===== src/rtl/core/hts_pkg.sv =====
// ----------------------------------------------------------------------------
// hts_pkg
// Shared types, register codes and defaults of the hysteresis trigger pulse
// sequencer.
// ----------------------------------------------------------------------------
package hts_pkg;

    localparam int CHANNELS_DEF    = 12;
    localparam int QUEUE_DEPTH_DEF = 12;
    localparam int CMD_FIFO_DEPTH  = 2;

    localparam int CH_W     = 4;
    localparam int LEVELS_W = 12;
    localparam int COUNT_W  = 4;
    localparam int CFG_IDX_W  = 3;
    localparam int CFG_DATA_W = 16;

    localparam logic [CFG_IDX_W-1:0] CFG_ON_THRESHOLD  = 3'd0;
    localparam logic [CFG_IDX_W-1:0] CFG_OFF_THRESHOLD = 3'd1;
    localparam logic [CFG_IDX_W-1:0] CFG_CONFIRM_COUNT = 3'd2;
    localparam logic [CFG_IDX_W-1:0] CFG_PULSE_LENGTH  = 3'd3;
    localparam logic [CFG_IDX_W-1:0] CFG_LEVEL_CHANNEL = 3'd4;

    localparam logic [7:0]      ON_THRESHOLD_RST  = 8'd110;
    localparam logic [7:0]      OFF_THRESHOLD_RST = 8'd90;
    localparam logic [7:0]      CONFIRM_COUNT_RST = 8'd2;
    localparam logic [15:0]     PULSE_LENGTH_RST  = 16'd150;
    localparam logic [CH_W-1:0] LEVEL_CHANNEL_RST = 4'd11;

    localparam logic OP_SAMPLE = 1'b0;
    localparam logic OP_TICK   = 1'b1;

    typedef struct packed {
        logic            opcode;
        logic [CH_W-1:0] channel_index;
        logic [7:0]      sample_value;
    } in_item_t;

    typedef struct packed {
        logic [LEVELS_W-1:0] output_levels;
        logic                pulse_active;
        logic [CH_W-1:0]     pulse_channel;
        logic [COUNT_W-1:0]  queue_count;
        logic                dropped;
    } out_item_t;

    typedef struct packed {
        logic [7:0]      on_threshold;
        logic [7:0]      off_threshold;
        logic [7:0]      confirm_count;
        logic [15:0]     pulse_length;
        logic [CH_W-1:0] level_channel;
    } cfg_t;

    typedef struct packed {
        logic            is_tick;
        logic            push_req;
        logic            level_set;
        logic            level_clr;
        logic [CH_W-1:0] channel;
    } cmd_t;

endpackage


===== src/rtl/core/hts_front.sv =====
// ----------------------------------------------------------------------------
// hts_front
// Per-channel hysteresis: confirm counters and on/off state. Turns each item
// into a command for the back end.
// ----------------------------------------------------------------------------
module hts_front #(
    parameter int CHANNELS = hts_pkg::CHANNELS_DEF
) (
    input  logic              clk,
    input  logic              rst_n,
    input  logic              accept,
    input  hts_pkg::in_item_t in_item,
    input  hts_pkg::cfg_t     cfg,
    output hts_pkg::cmd_t     cmd
);

    localparam int CH_IDX_W = (CHANNELS > 1) ? $clog2(CHANNELS) : 1;

    logic [7:0]          above_reg [CHANNELS];
    logic [7:0]          below_reg [CHANNELS];
    logic [CHANNELS-1:0] channel_on_reg;

    logic [CH_IDX_W-1:0] idx;
    logic [7:0]          above_next;
    logic [7:0]          below_next;
    logic                on_next;
    logic                turn_on;
    logic                turn_off;
    logic                in_range;
    logic                is_level;
    logic                upd;

    assign idx      = in_item.channel_index[CH_IDX_W-1:0];
    assign in_range = {1'b0, in_item.channel_index} < 5'(CHANNELS);
    assign is_level = in_item.channel_index == cfg.level_channel;
    assign upd      = accept && (in_item.opcode == hts_pkg::OP_SAMPLE) && in_range;

    always_comb
    begin
        above_next = above_reg[idx];
        below_next = below_reg[idx];
        on_next    = channel_on_reg[idx];
        turn_on    = 1'b0;
        turn_off   = 1'b0;
        if (in_item.sample_value >= cfg.on_threshold)
        begin
            if (above_next < cfg.confirm_count)
            begin
                above_next = above_next + 8'd1;
            end
            below_next = '0;
        end
        else if (in_item.sample_value <= cfg.off_threshold)
        begin
            if (below_next < cfg.confirm_count)
            begin
                below_next = below_next + 8'd1;
            end
            above_next = '0;
        end
        if (!channel_on_reg[idx] && above_next >= cfg.confirm_count)
        begin
            turn_on    = 1'b1;
            on_next    = 1'b1;
            above_next = '0;
        end
        else if (channel_on_reg[idx] && below_next >= cfg.confirm_count)
        begin
            turn_off   = 1'b1;
            on_next    = 1'b0;
            below_next = '0;
        end
    end

    always_comb
    begin
        cmd.is_tick   = in_item.opcode == hts_pkg::OP_TICK;
        cmd.push_req  = (in_item.opcode == hts_pkg::OP_SAMPLE) && in_range && turn_on && !is_level;
        cmd.level_set = (in_item.opcode == hts_pkg::OP_SAMPLE) && in_range && turn_on && is_level;
        cmd.level_clr = (in_item.opcode == hts_pkg::OP_SAMPLE) && in_range && turn_off && is_level;
        cmd.channel   = in_item.channel_index;
    end

    always_ff @(posedge clk or negedge rst_n)
    begin
        if (!rst_n)
        begin
            channel_on_reg <= '0;
            for (int i = 0; i < CHANNELS; i++)
            begin
                above_reg[i] <= '0;
                below_reg[i] <= '0;
            end
        end
        else if (upd)
        begin
            channel_on_reg[idx] <= on_next;
            above_reg[idx]      <= above_next;
            below_reg[idx]      <= below_next;
        end
    end

endmodule


===== src/rtl/core/hts_cmd_fifo.sv =====
// ----------------------------------------------------------------------------
// hts_cmd_fifo
// Short command queue between front and back end.
// ----------------------------------------------------------------------------
module hts_cmd_fifo #(
    parameter int DEPTH = hts_pkg::CMD_FIFO_DEPTH
) (
    input  logic          clk,
    input  logic          rst_n,
    input  logic          push,
    input  hts_pkg::cmd_t push_cmd,
    output logic          full,
    input  logic          pop,
    output logic          pop_valid,
    output hts_pkg::cmd_t pop_cmd
);

    localparam int PTR_W = $clog2(DEPTH);
    localparam int CNT_W = $clog2(DEPTH + 1);

    hts_pkg::cmd_t    mem_reg [DEPTH];
    logic [PTR_W-1:0] rd_ptr_reg;
    logic [PTR_W-1:0] wr_ptr_reg;
    logic [CNT_W-1:0] count_reg;
    logic [CNT_W-1:0] count_next;
    logic             do_pop;

    assign full      = count_reg == CNT_W'(DEPTH);
    assign pop_valid = count_reg != '0;
    assign pop_cmd   = mem_reg[rd_ptr_reg];
    assign do_pop    = pop && pop_valid;

    always_comb
    begin
        count_next = count_reg;
        if (push && !do_pop)
        begin
            count_next = count_reg + 1'b1;
        end
        else if (do_pop && !push)
        begin
            count_next = count_reg - 1'b1;
        end
    end

    always_ff @(posedge clk)
    begin
        if (push)
        begin
            mem_reg[wr_ptr_reg] <= push_cmd;
        end
    end

    always_ff @(posedge clk or negedge rst_n)
    begin
        if (!rst_n)
        begin
            rd_ptr_reg <= '0;
            wr_ptr_reg <= '0;
            count_reg  <= '0;
        end
        else
        begin
            count_reg <= count_next;
            if (push)
            begin
                wr_ptr_reg <= (wr_ptr_reg == PTR_W'(DEPTH - 1)) ? '0 : wr_ptr_reg + 1'b1;
            end
            if (do_pop)
            begin
                rd_ptr_reg <= (rd_ptr_reg == PTR_W'(DEPTH - 1)) ? '0 : rd_ptr_reg + 1'b1;
            end
        end
    end

endmodule


===== src/rtl/core/hts_back.sv =====
// ----------------------------------------------------------------------------
// hts_back
// Pulse queue, pulse timer and output pins. Registers one result per command.
// ----------------------------------------------------------------------------
module hts_back #(
    parameter int CHANNELS    = hts_pkg::CHANNELS_DEF,
    parameter int QUEUE_DEPTH = hts_pkg::QUEUE_DEPTH_DEF
) (
    input  logic               clk,
    input  logic               rst_n,
    input  hts_pkg::cfg_t      cfg,
    input  logic               cmd_valid,
    input  hts_pkg::cmd_t      cmd,
    output logic               cmd_pop,
    output logic               out_valid,
    input  logic               out_stall,
    output hts_pkg::out_item_t out_item
);

    localparam int CH_IDX_W = (CHANNELS > 1) ? $clog2(CHANNELS) : 1;
    localparam int PTR_W    = $clog2(QUEUE_DEPTH);
    localparam int FILL_W   = $clog2(QUEUE_DEPTH + 1);

    logic [hts_pkg::CH_W-1:0] pend_queue_reg [QUEUE_DEPTH];
    logic [PTR_W-1:0]         head_reg, head_next;
    logic [PTR_W-1:0]         tail_reg, tail_next;
    logic [FILL_W-1:0]        fill_reg, fill_next;
    logic                     busy_reg, busy_next;
    logic [hts_pkg::CH_W-1:0] owner_reg, owner_next;
    logic [15:0]              ticks_reg, ticks_next;
    logic [CHANNELS-1:0]      drive_reg, drive_next;
    logic                     out_valid_reg;
    hts_pkg::out_item_t       out_item_reg, out_item_next;

    logic                     q_wr;
    logic                     drop;
    logic [15:0]              ticks_dec;
    logic [hts_pkg::CH_W-1:0] head_ch;
    logic [15:0]              levels_wide;
    logic [7:0]               fill_wide;

    assign cmd_pop   = cmd_valid && (!out_valid_reg || !out_stall);
    assign out_valid = out_valid_reg;
    assign out_item  = out_item_reg;
    assign head_ch   = pend_queue_reg[head_reg];
    assign ticks_dec = (ticks_reg != '0) ? ticks_reg - 16'd1 : ticks_reg;

    always_comb
    begin
        head_next  = head_reg;
        tail_next  = tail_reg;
        fill_next  = fill_reg;
        busy_next  = busy_reg;
        owner_next = owner_reg;
        ticks_next = ticks_reg;
        drive_next = drive_reg;
        q_wr       = 1'b0;
        drop       = 1'b0;
        if (cmd.is_tick)
        begin
            if (busy_reg)
            begin
                ticks_next = ticks_dec;
                if (ticks_dec == '0)
                begin
                    drive_next[owner_reg[CH_IDX_W-1:0]] = 1'b0;
                    busy_next  = 1'b0;
                    owner_next = '0;
                end
            end
            if (!busy_next && fill_reg != '0)
            begin
                head_next  = (head_reg == PTR_W'(QUEUE_DEPTH - 1)) ? '0 : head_reg + 1'b1;
                fill_next  = fill_reg - 1'b1;
                drive_next[head_ch[CH_IDX_W-1:0]] = 1'b1;
                busy_next  = 1'b1;
                owner_next = head_ch;
                ticks_next = cfg.pulse_length;
            end
        end
        else
        begin
            if (cmd.level_set)
            begin
                drive_next[cmd.channel[CH_IDX_W-1:0]] = 1'b1;
            end
            if (cmd.level_clr)
            begin
                drive_next[cmd.channel[CH_IDX_W-1:0]] = 1'b0;
            end
            if (cmd.push_req)
            begin
                if (fill_reg == FILL_W'(QUEUE_DEPTH))
                begin
                    drop = 1'b1;
                end
                else
                begin
                    q_wr      = 1'b1;
                    tail_next = (tail_reg == PTR_W'(QUEUE_DEPTH - 1)) ? '0 : tail_reg + 1'b1;
                    fill_next = fill_reg + 1'b1;
                end
            end
        end
    end

    always_comb
    begin
        levels_wide = '0;
        levels_wide[CHANNELS-1:0] = drive_next;
        fill_wide = '0;
        fill_wide[FILL_W-1:0] = fill_next;
        out_item_next.output_levels = levels_wide[hts_pkg::LEVELS_W-1:0];
        out_item_next.pulse_active  = busy_next;
        out_item_next.pulse_channel = busy_next ? owner_next : '0;
        out_item_next.queue_count   = fill_wide[hts_pkg::COUNT_W-1:0];
        out_item_next.dropped       = drop;
    end

    always_ff @(posedge clk)
    begin
        if (cmd_pop && q_wr)
        begin
            pend_queue_reg[tail_reg] <= cmd.channel;
        end
        if (cmd_pop)
        begin
            out_item_reg <= out_item_next;
        end
    end

    always_ff @(posedge clk or negedge rst_n)
    begin
        if (!rst_n)
        begin
            head_reg      <= '0;
            tail_reg      <= '0;
            fill_reg      <= '0;
            busy_reg      <= 1'b0;
            owner_reg     <= '0;
            ticks_reg     <= '0;
            drive_reg     <= '0;
            out_valid_reg <= 1'b0;
        end
        else
        begin
            if (cmd_pop)
            begin
                head_reg  <= head_next;
                tail_reg  <= tail_next;
                fill_reg  <= fill_next;
                busy_reg  <= busy_next;
                owner_reg <= owner_next;
                ticks_reg <= ticks_next;
                drive_reg <= drive_next;
                out_valid_reg <= 1'b1;
            end
            else if (!out_stall)
            begin
                out_valid_reg <= 1'b0;
            end
        end
    end

endmodule


===== src/rtl/core/hysteresis_trigger_pulse_sequencer.sv =====
// ----------------------------------------------------------------------------
// hysteresis_trigger_pulse_sequencer
// Hysteresis trigger per channel feeding a queued, timed pulse sequencer.
// ----------------------------------------------------------------------------
//   channel  direction  signals                          item accepted when
//   in       input      in_valid, in_stall, in_item      in_valid && !in_stall
//   out      output     out_valid, out_stall, out_item   out_valid && !out_stall
//   cfg      input      cfg_wr_en, cfg_index, cfg_data   cfg_wr_en
//
// One item per cycle sustained while out_stall is low; each accepted item
// goes through the front update into a 2-entry command queue, then through
// the back end step into the output register, from which the result is taken.
// Reset clears channel state, pulse queue pointers and timer, loads register
// defaults; no clearing pass.
// out_stall holds the output register and the back end; in_stall rises once
// the command queue is full.
// ----------------------------------------------------------------------------
module hysteresis_trigger_pulse_sequencer #(
    parameter int CHANNELS    = hts_pkg::CHANNELS_DEF,
    parameter int QUEUE_DEPTH = hts_pkg::QUEUE_DEPTH_DEF
) (
    input  logic                             clk,
    input  logic                             rst_n,
    input  logic                             in_valid,
    output logic                             in_stall,
    input  hts_pkg::in_item_t                in_item,
    output logic                             out_valid,
    input  logic                             out_stall,
    output hts_pkg::out_item_t               out_item,
    input  logic                             cfg_wr_en,
    input  logic [hts_pkg::CFG_IDX_W-1:0]    cfg_index,
    input  logic [hts_pkg::CFG_DATA_W-1:0]   cfg_data
);

    hts_pkg::cfg_t cfg_reg;
    hts_pkg::cmd_t front_cmd;
    hts_pkg::cmd_t back_cmd;
    logic          accept;
    logic          fifo_full;
    logic          cmd_valid;
    logic          cmd_pop;

    assign in_stall = fifo_full;
    assign accept   = in_valid && !fifo_full;

    always_ff @(posedge clk or negedge rst_n)
    begin
        if (!rst_n)
        begin
            cfg_reg.on_threshold  <= hts_pkg::ON_THRESHOLD_RST;
            cfg_reg.off_threshold <= hts_pkg::OFF_THRESHOLD_RST;
            cfg_reg.confirm_count <= hts_pkg::CONFIRM_COUNT_RST;
            cfg_reg.pulse_length  <= hts_pkg::PULSE_LENGTH_RST;
            cfg_reg.level_channel <= hts_pkg::LEVEL_CHANNEL_RST;
        end
        else if (cfg_wr_en)
        begin
            case (cfg_index)
                hts_pkg::CFG_ON_THRESHOLD:  cfg_reg.on_threshold  <= cfg_data[7:0];
                hts_pkg::CFG_OFF_THRESHOLD: cfg_reg.off_threshold <= cfg_data[7:0];
                hts_pkg::CFG_CONFIRM_COUNT: cfg_reg.confirm_count <= cfg_data[7:0];
                hts_pkg::CFG_PULSE_LENGTH:  cfg_reg.pulse_length  <= cfg_data;
                hts_pkg::CFG_LEVEL_CHANNEL: cfg_reg.level_channel <= cfg_data[hts_pkg::CH_W-1:0];
                default: ;
            endcase
        end
    end

    hts_front #(
        .CHANNELS (CHANNELS)
    ) u_front (
        .clk     (clk),
        .rst_n   (rst_n),
        .accept  (accept),
        .in_item (in_item),
        .cfg     (cfg_reg),
        .cmd     (front_cmd)
    );

    hts_cmd_fifo #(
        .DEPTH (hts_pkg::CMD_FIFO_DEPTH)
    ) u_cmd_fifo (
        .clk       (clk),
        .rst_n     (rst_n),
        .push      (accept),
        .push_cmd  (front_cmd),
        .full      (fifo_full),
        .pop       (cmd_pop),
        .pop_valid (cmd_valid),
        .pop_cmd   (back_cmd)
    );

    hts_back #(
        .CHANNELS    (CHANNELS),
        .QUEUE_DEPTH (QUEUE_DEPTH)
    ) u_back (
        .clk       (clk),
        .rst_n     (rst_n),
        .cfg       (cfg_reg),
        .cmd_valid (cmd_valid),
        .cmd       (back_cmd),
        .cmd_pop   (cmd_pop),
        .out_valid (out_valid),
        .out_stall (out_stall),
        .out_item  (out_item)
    );

endmodule


===== config.mk =====
export PLATFORM = sky130hd
export DESIGN_NAME = hysteresis_trigger_pulse_sequencer
export DESIGN_NICKNAME = d
export VERILOG_FILES = /design/src/rtl/core/hts_pkg.sv /design/src/rtl/core/hts_front.sv /design/src/rtl/core/hts_cmd_fifo.sv /design/src/rtl/core/hts_back.sv /design/src/rtl/core/hysteresis_trigger_pulse_sequencer.sv
export SDC_FILE = /design/constraint.sdc
export NUM_CORES = 1
export LEC_CHECK = 0
export BUFFER_PORTS_ARGS = -buffer_cell sky130_fd_sc_hd__buf_2
export CORE_UTILIZATION = 50
export DETAILED_ROUTE_END_ITERATION = 6
export PLACE_DENSITY_LB_ADDON = 0.12
export RECOVER_POWER = 100
export SLEW_MARGIN = 20
export SYNTH_ARGS = -nofsm -noshare
export SYNTH_HDL_FRONTEND = slang
export SYNTH_SLANG_ARGS = --single-unit

===== constraint.sdc =====
create_clock -name clk -period 12 [get_ports clk]
set_input_delay 1.2 -clock clk [delete_from_list [all_inputs] [get_ports clk]]
set_output_delay 1.2 -clock clk [all_outputs]
set_load 0.05 [all_outputs]

### After elaboration in Yosys (flattened, before gate mapping)

Memory sizes are Yosys's and may differ from the RTL's.
Index checks and enable logic that the tools add are counted.
Widths: inputs -> output; s select.

* register bits after elaboration: 320
* memory bits (writable): 64
* input bits: 37
* output and inout port bits: 24
* word-level logic and storage cells: 219
* memories: 2

Memories
* u_back.pend_queue_reg: depth 12, bits a word 4, rd ports 1, clocked after Yosys merged registers in 0, write ports 1, line hts_back.sv:24 `logic [hts_pkg::CH_W-1:0] pend_queue_reg [QUEUE_DEPTH];`
* u_cmd_fifo.mem_reg: depth 2, bits a word 8, rd ports 1, clocked after Yosys merged registers in 0, write ports 1, line hts_cmd_fifo.sv:21 `hts_pkg::cmd_t mem_reg [DEPTH];`

* add/subtract/negate cells: 11
* magnitude comparators: 17
* equal/unequal tests: 10
* mux-type cells: 75
* bitwise operators: 11
* reductions and logical operators: 47

Operators with widths (count)
* $bwmux 96: 2
* $mux 8: 14
* $mux 12: 8
* $bmux 8 s4: 2
* $mux 16: 3
* $mux 4: 10
* $demux 8 s4: 1
* $mux 1: 27
* $and 12x12->12: 2
* $ge 8x8->1: 3
* $not 12->12: 2
* $or 12x12->12: 2
* $logic_and 1x1->1: 22
* $lt 4x5->1 const B: 4
* $add 8x1->8 const B: 2
* $demux 1 s4: 4
* $ge 4x1->1 const B: 4
* $logic_not 16->1: 1
* $lt 8x8->1: 2
* $reduce_bool 16->1: 1
* $sub 16x1->16 const B: 1
* $add 4x1->4 const B: 3
* $bwmux 12: 1
* $eq 4x4->1 const B: 3
* 27 further kinds: 47

### Longest topological paths before layout

Gate-level depths: netlist of run 1.

* depth after elaboration: 14
* gate-level depth with buffers: 24
* mapped depth without buffers: 19

### Hierarchy

Synthesis of run 1 repeated with hierarchy kept, for this count alone.

* cell total of the unflattened synthesis: 1785
* area, all modules: 20009.2 sq um

By module, submodules not included
* hts_front: instances 1, cells each 1004, area an instance 10973.0 sq um, sequential area each 5104.9 sq um
* hts_back: instances 1, cells each 643, area an instance 6522.5 sq um, sequential area each 3253.1 sq um
* hysteresis_trigger_pulse_sequencer: instances 1, cells each 97, area an instance 1736.7 sq um, sequential area each 1122.3 sq um
* hts_cmd_fifo: instances 1, cells each 41, area an instance 777.0 sq um, sequential area each 580.6 sq um

### Least setup slack after synthesis of run 1

Ideal clock, no wire load.

* kind: input-to-reg
* start point: input port in_item[8] (netlist bit)
* end point: register u_front.below_reg[12] (netlist bit)
* library setup time: 0.065 ns
* arrival: 6.368 ns
* required time: 11.935 ns
* path slack: 5.567 ns
* stages on the path: 23
* buffers on the path: 5
* cell sequence: buf_6 -> buf_6 -> buf_4 -> mux4_2 -> mux2i_1 -> o21ai_0 -> ha_1 -> a21oi_1 -> o211ai_1 -> or3_1 -> nor4_1 -> xnor2_1 -> clkbuf_1 -> nor2_1 -> ha_1 -> a2111o_1 -> a31oi_1 -> o21ai_0 -> a31oi_1 -> nand2b_1 -> mux2i_1 -> clkbuf_1 -> mux2_2

* word-level cells in the longest chain between the ends: 13
* elaborated cells between the ends (all ways): 34
* those cells by class: add/sub: 2; order compare: 7; mux: 19; bitwise: 1; reduce/logical: 5

Ends and longest elaborated chain
* start, declared: line hysteresis_trigger_pulse_sequencer.sv:26 `input hts_pkg::in_item_t in_item,`
* $not 4->5 (implied by the code): line hts_front.sv:40, hts_front.sv:41, hts_front.sv:99
* $bmux 8 s4: line hts_front.sv:41 `below_next = below_reg[idx];`
* $mux 8 (implied by the code) (2 in series): line hts_front.sv:41
* $add 8x1->8 or $lt 8x8->1 (tied branches): line hts_front.sv:57, hts_front.sv:55
* $mux 8: line hts_front.sv:55 `if (below_next < cfg.confirm_count)`
* $mux 8: line hts_front.sv:53 `else if (in_item.sample_value <= cfg.off_threshold)`
* $mux 8: line hts_front.sv:45 `if (in_item.sample_value >= cfg.on_threshold)`
* $ge 8x8->1: line hts_front.sv:67 `else if (channel_on_reg[idx] && below_next >= cfg.confirm_count)`
* $logic_and 1x1->1: line hts_front.sv:67
* $mux 8: line hts_front.sv:67
* $mux 8: line hts_front.sv:61 `if (!channel_on_reg[idx] && above_next >= cfg.confirm_count)`
* $bwmux 96: line hts_front.sv:99 `below_reg[idx] <= below_next;`
* end signal, assigned by index: line hts_front.sv:99
* end, declared: line hts_front.sv:20 `logic [7:0] below_reg [CHANNELS];`

Parallel ways exist; a longest one is shown, timed or not. The select of a mux whose other input is x is not followed.
A chain may end at the register's enable or synchronous reset.

### Final worst setup path of run 1

* start point: input port in_item[8] (netlist bit)
* end point: register u_front.above_reg[79] (netlist bit)

* word-level cells in the longest chain between the ends: 11
* elaborated cells between the ends (all ways): 23
* those cells by class: add/sub: 1; order compare: 5; mux: 12; bitwise: 1; reduce/logical: 4

Ends and longest elaborated chain
* $not 4->5 (implied by the code): line hts_front.sv:40, hts_front.sv:98
* $bmux 8 s4: line hts_front.sv:40 `above_next = above_reg[idx];`
* $mux 8 (implied by the code) (2 in series): line hts_front.sv:40
* $add 8x1->8 or $lt 8x8->1 (tied branches): line hts_front.sv:49, hts_front.sv:47
* $mux 8: line hts_front.sv:47 `if (above_next < cfg.confirm_count)`
* $mux 8: line hts_front.sv:45
* $ge 8x8->1: line hts_front.sv:61
* $logic_and 1x1->1: line hts_front.sv:61
* $mux 8: line hts_front.sv:61
* $bwmux 96: line hts_front.sv:98 `above_reg[idx] <= above_next;`
* end signal, assigned by index: line hts_front.sv:98
* end, declared: line hts_front.sv:19 `logic [7:0] above_reg [CHANNELS];`

Parallel ways exist; a longest one is shown, timed or not. The select of a mux whose other input is x is not followed.

==> summary.log, run 1 <==
[global_routing] Congestion Overflow GR 0
[final_layout] count of antenna diodes in the layout 0
[detailed_routing] total number of vias 14300
[floorplanning] Std-Cell Core Area 38900 µm²
[final_layout] layout cell share with drive strength beyond 1 18.2%
[sta] worst-case headroom to the max-slew limit -279%
[power_and_ir_drop] Seq pwr share 42.1%
[power_and_ir_drop] switching share of power 34.8%
[logic_synthesis] post-synth top area cell sky130_fd_sc_hd__dfrtp_1
[final_layout] Finished Layout Cells 2372
[sta] clock period minus final worst setup slack 9.19 ns
[logic_synthesis] sequential fraction of the synthesis area 50.7%
[sta] final-report max-slew violation count 376
[sta] Setup WS post-layout 2.81 ns
[floorplanning] FP Rows 72
[sta] setup repair after global routing missed its margin no
[worst_setup_path] endpoint arrival time on the critical path 9.67 ns
[placed_design] half-perimeter wire length of the detailed placement result 33800 µm
[worst_setup_path] Critical Path Sink Type register
[sta] worst slew pin tran 5.69 ns
[sta] FMAX 0.109 GHz
[final_layout] final-stage net count 1915
[sta] hold_ws 0.474 ns
[logic_synthesis] Post-synth top cells sky130_fd_sc_hd__dfrtp_1 (281), sky130_fd_sc_hd__nand2_1 (273), sky130_fd_sc_hd__o21ai_0 (163)
[logic_synthesis] asr flop ratio synth 77.6%
[power_and_ir_drop] internal portion of total power 2.76 mW
[placed_design] weighted congestion reported at the end of routability-driven placement 0.892
[power_and_ir_drop] total power divided by cell area 194 nW/µm²
[logic_synthesis] dominant synthesized flop cell sky130_fd_sc_hd__dfrtp_1
[clocking] H-tree depth 2
[outcome] failing checks capacitance limit, slew limit
[floorplanning] Boundary Pins 61
[worst_hold_path] worst hold path startpoint u_front.above_reg[13]
[power_and_ir_drop] Clk pwr share 30.1%
[detailed_routing] average routed wire per standard cell 21.1 µm
[clocking] CTS Root Buffer Type sky130_fd_sc_hd__clkbuf_16
[logic_synthesis] leading post-synthesis cells by cell area sky130_fd_sc_hd__dfrtp_1 (35%), sky130_fd_sc_hd__edfxtp_1 (13%), sky130_fd_sc_hd__mux4_2 (7.1%), sky130_fd_sc_hd__mux2_2 (6.2%), sky130_fd_sc_hd__nand2_1 (5.2%)
[global_routing] global-route wire length before repair 80800 µm
[detailed_routing] post-detailed-route via-to-cell ratio 6.04
[worst_setup_path] endpoint required time on the critical path 12.49 ns
[logic_synthesis] Synth Warn # 0
[floorplanning] floorplan die height 201 µm
[clocking] clock tree from TritonCTS built
[logic_synthesis] count of state elements after synthesis 384
[worst_setup_path] startpoint of the worst register-to-register path u_front.above_reg[70]
[sta] total negative slack 0 ns
[worst_setup_path] worst setup path category in2reg
[detailed_routing] total wire length after detailed routing 50200 µm
[logic_synthesis] number of library cell types mapped by synthesis 90
[placed_design] worst setup slack after placement 3.71 ns
[flow_run] number of maximum-capacitance constraint violations 8
[sta] Period Utilization, post-route 76.5%
[global_routing] via count of the first global-routing pass 14400
[sta] Final Hold Fails 0
[final_layout] final cell utilization of the core 55.9%
[logic_synthesis] EDFF count, synth 86
[power_and_ir_drop] worst voltage drop across the vdd grid 0.000119 V
[logic_synthesis] net count after synthesis 1895
[clocking] source-to-sink clock delay at the later pin of the worst-skew pair 0.57 ns
[worst_setup_path] Worst Setup Start Kind primary input
[final_layout] Post-Layout Inst Area 21800 µm²
[placed_design] quantity of I/O buffers inserted on ports 60
[detailed_routing] iteration count of the initial detailed-routing pass 7
[detailed_routing] drt initial violations 1180
[worst_setup_path] Setup crit start in_item[8]
[clocking] number of buffers added to fix hold violations after cts 0
[detailed_routing] DRC 0
[global_routing] number of antenna violations at the first check in global routing 0
[clocking] clk sinks 384
[global_routing] total track usage 25.4%
[power_and_ir_drop] leakage 8.91 nW
[placed_design] total placed instance area 20600 µm²
[global_routing] maximum number of pins on one net before global-route repair 105
[power_and_ir_drop] combinational power share 27.8%
[worst_hold_path] class of the most critical hold timing path reg2reg
[clocking] clock edge transition at the registers on the reported setup and hold paths 0.06 ns
[logic_synthesis] average cell area after synthesis 11.0 µm²
[logic_synthesis] synthesized netlist cell count 1801
[worst_setup_path] critical-path maximum fanout 38
[power_and_ir_drop] overall power after layout 4.23 mW
[placed_design] cell count after placement 2295
[final_layout] Syn-to-layout area delta 9.63%
[logic_synthesis] count leader, synth sky130_fd_sc_hd__dfrtp_1
[clocking] Longest Clk Path Bufs 3
[sta] Max Clock Skew 0.0265 ns
[clocking] Post-CTS Repair Setup Buffers 0
[clocking] number of instances resized during post-cts repair 0
[floorplanning] die area 40500 µm²
[logic_synthesis] netlist area before placement 19900 µm²
[power_and_ir_drop] power dissipated by switching net loads 1.47 mW
[floorplanning] width of the die 201 µm
[sta] number of endpoints failing setup at the final stage 0
[floorplanning] Initial Utilization 51.0%
[detailed_routing] post-detailed-route count of antenna-violating nets 0
[outcome] run status finished with violations
[clocking] Num CTS Buffers 42
[logic_synthesis] proportion of netlist area held by the largest area contributor 35.4%
-- routing by layer --
metal	part of all wire, %	wire, µm	GRT usage, %	vias to the layer above
met5	0	0	0	-
met4	2.5	1240	8.52	0
met3	4.8	2420	2.95	82
met2	49	24500	42.6	392
met1	44	22000	34.6	7197
li1	-	-	-	6658
-- cell type report --
cell class                      count  area [µm²]
Fill cell                        3443       17200
Sequential cell                   384       10100
Tap cell                          518         648
Timing Repair Buffer               84         410
Clock inverter                     19         168
Clock buffer                       58        1190
Inverter                           55         206
Multi-Input combinational cell   1254        9080
-- power groups by stage --
stage,Clock (mW),Combinational [mW],Sequential [mW]
after floorplan,0,0.798,1.85
after global placement,0,1.17,1.79
after detailed placement,0,1.19,1.80
after CTS,1.30,1.19,1.78
after global routing,1.36,1.29,1.81
final,1.27,1.17,1.78
-- path summary, 6_finish.rpt --
check                                              to  slack [ns]  cells after the start
worst max-delay path            u_front.above_reg[79]        2.81                     20
worst min-delay path            u_front.above_reg[13]        0.47                      2
worst max register to register  u_front.above_reg[79]        5.78                     18
worst min register to register  u_front.above_reg[13]        0.47                      2
max in group asynchronous       u_front.below_reg[20]        3.84                      2
min in group asynchronous          u_back.head_reg[3]        2.68                      1
-- cell usage in the layout (no fill, tap or decap), types with 10 or more instances in the layout --
master	instances
sky130_fd_sc_hd__xnor2_1	12
sky130_fd_sc_hd__clkbuf_1	48
sky130_fd_sc_hd__inv_1	53
sky130_fd_sc_hd__clkbuf_16	42
sky130_fd_sc_hd__mux2i_1	29
sky130_fd_sc_hd__buf_4	16
sky130_fd_sc_hd__and3_1	12
sky130_fd_sc_hd__nand3_1	45
sky130_fd_sc_hd__o221ai_1	10
sky130_fd_sc_hd__a21o_1	11
sky130_fd_sc_hd__mux2_2	106
sky130_fd_sc_hd__nand4_1	21
sky130_fd_sc_hd__ha_1	57
sky130_fd_sc_hd__a22oi_1	10
sky130_fd_sc_hd__dfstp_2	17
sky130_fd_sc_hd__o211ai_1	23
sky130_fd_sc_hd__nor2_1	107
sky130_fd_sc_hd__nand2_1	273
sky130_fd_sc_hd__buf_2	28
sky130_fd_sc_hd__a21oi_1	46
sky130_fd_sc_hd__a31oi_1	24
sky130_fd_sc_hd__mux4_2	63
sky130_fd_sc_hd__clkinv_2	10
sky130_fd_sc_hd__nand2b_1	18
sky130_fd_sc_hd__o21ai_0	166
sky130_fd_sc_hd__edfxtp_1	86
sky130_fd_sc_hd__dfrtp_1	281
sky130_fd_sc_hd__nor3_1	24
-- kinds of logic after synthesis --
logic type      after synthesis  synth area share [%]
compound gates              394                  12.8
mux                         203                  14.9
xor+xnor                     17                 0.750
buf+inv                     163                  3.55
flops                       384                  50.7
simple gates                583                  13.8
fa+ha+maj                    57                  3.59
-- worst max-delay path, cell delays in order --
cell and delay [ns]:
sky130_fd_sc_hd__buf_4 0.48, sky130_fd_sc_hd__clkbuf_1 2.06, sky130_fd_sc_hd__mux4_2 0.73, sky130_fd_sc_hd__a22oi_1 0.20, sky130_fd_sc_hd__nand2_1 0.17, sky130_fd_sc_hd__ha_1 0.33
sky130_fd_sc_hd__a21o_1 0.18, sky130_fd_sc_hd__a21oi_1 0.18, sky130_fd_sc_hd__o221ai_1 0.17, sky130_fd_sc_hd__nor3_1 0.53, sky130_fd_sc_hd__nand3_1 0.15, sky130_fd_sc_hd__mux2_1 0.50
sky130_fd_sc_hd__inv_1 0.08, sky130_fd_sc_hd__ha_1 0.19, sky130_fd_sc_hd__a21o_1 0.16, sky130_fd_sc_hd__a2111oi_0 0.40, sky130_fd_sc_hd__a221o_1 0.76, sky130_fd_sc_hd__nand3_1 0.17
sky130_fd_sc_hd__mux2i_1 0.69, sky130_fd_sc_hd__mux2_2 0.29
No activity file was read; power rests on OpenSTA's default activity.
==> inputs of run 2 (changes only) <==
==> constraint.sdc (replaced) <==
create_clock -name clk -period 7.6 [get_ports clk]
set_input_delay 0.76 -clock clk [delete_from_list [all_inputs] [get_ports clk]]
set_output_delay 0.76 -clock clk [all_outputs]
set_load 0.05 [all_outputs]
==> run 2 against run 1 <==
The run still ends with capacitance limit, slew limit left. Via count grew 0.24%. Power grew 59%. Combinational power grew 58%. Final area grew 0.55%. Register-to-register slack lost 4.0 ns. Count of clock-buffer cells in the layout shrank 2. Non-clock buffer count grew 12. Wire length grew 1.1%. Clock power grew 61%. Sequential cell count is the same.
==> summary.log, run 2 (synthesis results as in run 1) <==
[final_layout] final-stage net count 1928 [was 1915]
[sta] Setup WS post-layout 0.781 ns [was 2.81 ns]
[worst_setup_path] minimum setup slack among reg-to-reg paths 1.79 ns [was 5.78 ns]
[worst_setup_path] worst setup path category in2reg [unchanged]
[sta] worst slew pin tran 5.11 ns [was 5.69 ns]
[floorplanning] Std-Cell Core Area 38900 µm² [unchanged]
[worst_setup_path] cell with the largest stage delay on the worst path sky130_fd_sc_hd__clkbuf_1 [unchanged]
[power_and_ir_drop] power dissipated by switching net loads 2.31 mW [was 1.47 mW]
[final_layout] commonest cells after routing, fill and taps aside sky130_fd_sc_hd__dfrtp_1 (281), sky130_fd_sc_hd__nand2_1 (273), sky130_fd_sc_hd__o21ai_0 (167) [was sky130_fd_sc_hd__dfrtp_1 (281), sky130_fd_sc_hd__nand2_1 (273), sky130_fd_sc_hd__o21ai_0 (166)]
[clocking] Longest Clk Path Bufs 3 [unchanged]
[worst_setup_path] startpoint of the worst register-to-register path u_front.below_reg[69] [was u_front.above_reg[70]]
[sta] setup repair after global routing missed its margin no [unchanged]
[outcome] failing checks capacitance limit, slew limit [unchanged]
[placed_design] quantity of I/O buffers inserted on ports 60 [unchanged]
[clocking] clk sinks 384 [unchanged]
[detailed_routing] iteration count of the initial detailed-routing pass 5 [was 7]
[placed_design] half-perimeter wire length of the detailed placement result 34600 µm [was 33800 µm]
[sta] total negative slack 0 ns [unchanged]
[sta] Final Hold Fails 0 [unchanged]
[power_and_ir_drop] Clk pwr share 30.6% [was 30.1%]
[worst_setup_path] endpoint required time on the critical path 8.10 ns [was 12.49 ns]
[flow_run] number of maximum-capacitance constraint violations 5 [was 8]
[worst_hold_path] count of cells along the worst hold path 3 [was 2]
[global_routing] Congestion Overflow GR 0 [unchanged]
[worst_setup_path] endpoint arrival time on the critical path 7.32 ns [was 9.67 ns]
[power_and_ir_drop] total power divided by cell area 307 nW/µm² [was 194 nW/µm²]
[final_layout] Finished Layout Cells 2383 [was 2372]
[sta] number of endpoints failing setup at the final stage 0 [unchanged]
[detailed_routing] total number of vias 14400 [was 14300]
[clocking] H-tree depth 2 [unchanged]
[worst_setup_path] CP Cell Sequence clkbuf_1 > clkbuf_1 > nor2_1 > a22oi_1 > nand2_1 > ha_1 > nand3_1 > or2_2 > a2111oi_2 > nor3_2 > nand3_1 > mux2_1 > inv_1 > ha_1 > a2111oi_0 > a221o_1 > nor2b_1 > mux2_2 [was buf_4 > clkbuf_1 > mux4_2 > a22oi_1 > nand2_1 > ha_1 > a21o_1 > a21oi_1 > o221ai_1 > nor3_1 > nand3_1 > mux2_1 > inv_1 > ha_1 > a21o_1 > a2111oi_0 > a221o_1 > nand3_1 > mux2i_1 > mux2_2]
[floorplanning] Boundary Pins 61 [unchanged]
[detailed_routing] detailed-routed wire length on met3 2640 µm [was 2420 µm]
[worst_setup_path] critical-path maximum fanout 27 [was 38]
[detailed_routing] detailed route wirelength on metal2 25200 µm [was 24500 µm]
[placed_design] worst setup slack after placement 0.717 ns [was 3.71 ns]
[power_and_ir_drop] leakage 8.97 nW [was 8.91 nW]
[worst_setup_path] Setup crit start in_item[11] [was in_item[8]]
[sta] final-report max-slew violation count 201 [was 376]
[power_and_ir_drop] internal portion of total power 4.41 mW [was 2.76 mW]
[worst_setup_path] termination of the worst setup path u_front.above_reg[80] [was u_front.above_reg[79]]
[global_routing] total track usage 25.7% [was 25.4%]
[sta] FMAX 0.147 GHz
[power_and_ir_drop] Seq pwr share 41.8% [was 42.1%]
[clocking] clock tree from TritonCTS built [unchanged]
[worst_setup_path] Largest stage delay, worst path 1.27 ns [was 2.06 ns]
[detailed_routing] drt initial violations 1174 [was 1180]
[detailed_routing] Max Used Layer met4 [unchanged]
[clocking] Post-CTS Repair Setup Buffers 0 [unchanged]
[detailed_routing] post-detailed-route count of antenna-violating nets 0 [unchanged]
[sta] Max Clock Skew 0.0239 ns [was 0.0265 ns]
[global_routing] maximum number of pins on one net before global-route repair 152 [was 105]
[final_layout] layout cell share with drive strength beyond 1 18.3% [was 18.2%]
[detailed_routing] total wire length after detailed routing 50700 µm [was 50200 µm]
[power_and_ir_drop] switching share of power 34.4% [was 34.8%]
[clocking] Num CTS Buffers 43 [was 42]
[global_routing] number of antenna violations at the first check in global routing 0 [unchanged]
[worst_setup_path] Critical Path Sink Type register [unchanged]
[global_routing] global-route wire length before repair 81400 µm [was 80800 µm]
[floorplanning] width of the die 201 µm [unchanged]
[clocking] number of buffers added to fix hold violations after cts 0 [unchanged]
[clocking] source-to-sink clock delay at the later pin of the worst-skew pair 0.58 ns [was 0.57 ns]
[clocking] number of instances resized during post-cts repair 0 [unchanged]
[floorplanning] floorplan die height 201 µm [unchanged]
[power_and_ir_drop] combinational power share 27.6% [was 27.8%]
[floorplanning] die area 40500 µm² [unchanged]
[detailed_routing] post-detailed-route via-to-cell ratio 6.03 [was 6.04]
[global_routing] via count of the first global-routing pass 14300 [was 14400]
[detailed_routing] post-route met1 wirelength 21800 µm [was 22000 µm]
[placed_design] cell count after placement 2307 [was 2295]
[sta] hold_ws 0.403 ns [was 0.474 ns]
[placed_design] weighted congestion reported at the end of routability-driven placement 0.917 [was 0.892]
[floorplanning] FP Rows 72 [unchanged]
[sta] Period Utilization, post-route 89.7%
[clocking] clock edge transition at the registers on the reported setup and hold paths 0.06 ns [about the same]
[floorplanning] Initial Utilization 51.0% [unchanged]
[final_layout] Syn-to-layout area delta 10.2% [was 9.63%]
[sta] clock period minus final worst setup slack 6.82 ns
[detailed_routing] DRC 0 [unchanged]
[final_layout] leading cell type in the layout, fill and taps excluded sky130_fd_sc_hd__dfrtp_1 [unchanged]
[clocking] CTS Root Buffer Type sky130_fd_sc_hd__clkbuf_16 [unchanged]
[worst_setup_path] Worst Setup Start Kind primary input [unchanged]
[detailed_routing] average routed wire per standard cell 21.3 µm [was 21.1 µm]
[outcome] run status finished with violations [unchanged]
[worst_setup_path] number of cells on the worst reg-to-reg path 19 [was 18]
[worst_setup_path] reg-to-reg endpoint u_front.below_reg[91] [was u_front.above_reg[79]]
[worst_hold_path] class of the most critical hold timing path in2reg [was reg2reg]
[sta] worst-case headroom to the max-slew limit -241% [was -279%]
[final_layout] count of antenna diodes in the layout 0 [unchanged]
[power_and_ir_drop] worst voltage drop across the vdd grid 0.000167 V [was 0.000119 V]
==> run 2: cell count changes in the layout (fill, tap and decap cells not counted), moves of 2 or more <==
cell,before,now
sky130_fd_sc_hd__clkbuf_8,8,3
sky130_fd_sc_hd__clkbuf_1,48,51
sky130_fd_sc_hd__buf_2,28,30
sky130_fd_sc_hd__buf_4,16,21
sky130_fd_sc_hd__clkbuf_16,42,44
sky130_fd_sc_hd__buf_12,0,2
sky130_fd_sc_hd__bufinv_16,2,4
sky130_fd_sc_hd__inv_6,3,1
==> run 2: worst min path at each step <==
| stage | startpoint | end | slack, ns |
|---|---|---|---|
| floorplan | u_front.above_reg[11] | u_front.above_reg[11] | 0.44 |
| global placement | u_front.above_reg[52] | u_front.above_reg[52] | 0.46 |
| detailed placement | u_front.below_reg[37] | u_front.below_reg[37] | 0.47 |
| CTS | rst_n | u_back.drive_reg[5] | 0.20 |
| global route | out_stall | u_back.out_valid | 0.41 |
| finish | out_stall | u_back.out_valid | 0.40 |
==> run 2: layer usage <==
| metal | up-vias | track usage (%) |
|---|---|---|
| met5 | - | 0 |
| met4 | 0 | 7.52 |
| met3 | 68 | 3.68 |
| met2 | 410 | 43.3 |
| met1 | 7207 | 34.6 |
| li1 | 6678 | - |
==> run 2: power groups by stage <==
stage | Sequential, mW | Clock [mW] | Combinational [mW]
5_1_grt | 2.86 | 2.18 | 2.03
6_report | 2.81 | 2.05 | 1.85
3_3_place_gp | 2.84 | 0 | 1.85
4_1_cts | 2.81 | 2.10 | 1.89
2_1_floorplan | 2.92 | 0 | 1.26
3_5_place_dp | 2.85 | 0 | 1.89
==> run 2: area by class of cell <==
| type | count | area (µm²) |
|---|---|---|
| Clock buffer | 56 | 1180 |
| Clock inverter | 20 | 215 |
| Fill cell | 3436 | 17000 |
| Inverter | 55 | 206 |
| Multi-Input combinational cell | 1254 | 9070 |
| Sequential cell | 384 | 10100 |
| Tap cell | 518 | 648 |
| Timing Repair Buffer | 96 | 510 |
==> run 2: metrics by stage <==
stage / area [µm²] / total power, mW / utilization, %
final: 21900 / 6.72 / 56.2
after global routing: 21900 / 7.08 / 56.2
after CTS: 22100 / 6.80 / 56.7
after detailed placement: 20700 / 4.73 / 53.1
after global placement: 20700 / 4.68 / 53.1
after floorplan: 19900 / 4.18 / -
==> run 2: worst max-delay path, delay by kind of cell <==
kind / cells / cell delay, ns
muxes: 2 / 0.78
AOI/OAI and AO/OA: 4 / 1.70
adders and majority gates: 2 / 0.60
buffers and inverters: 3 / 1.49
and+or+nand+nor: 7 / 1.97
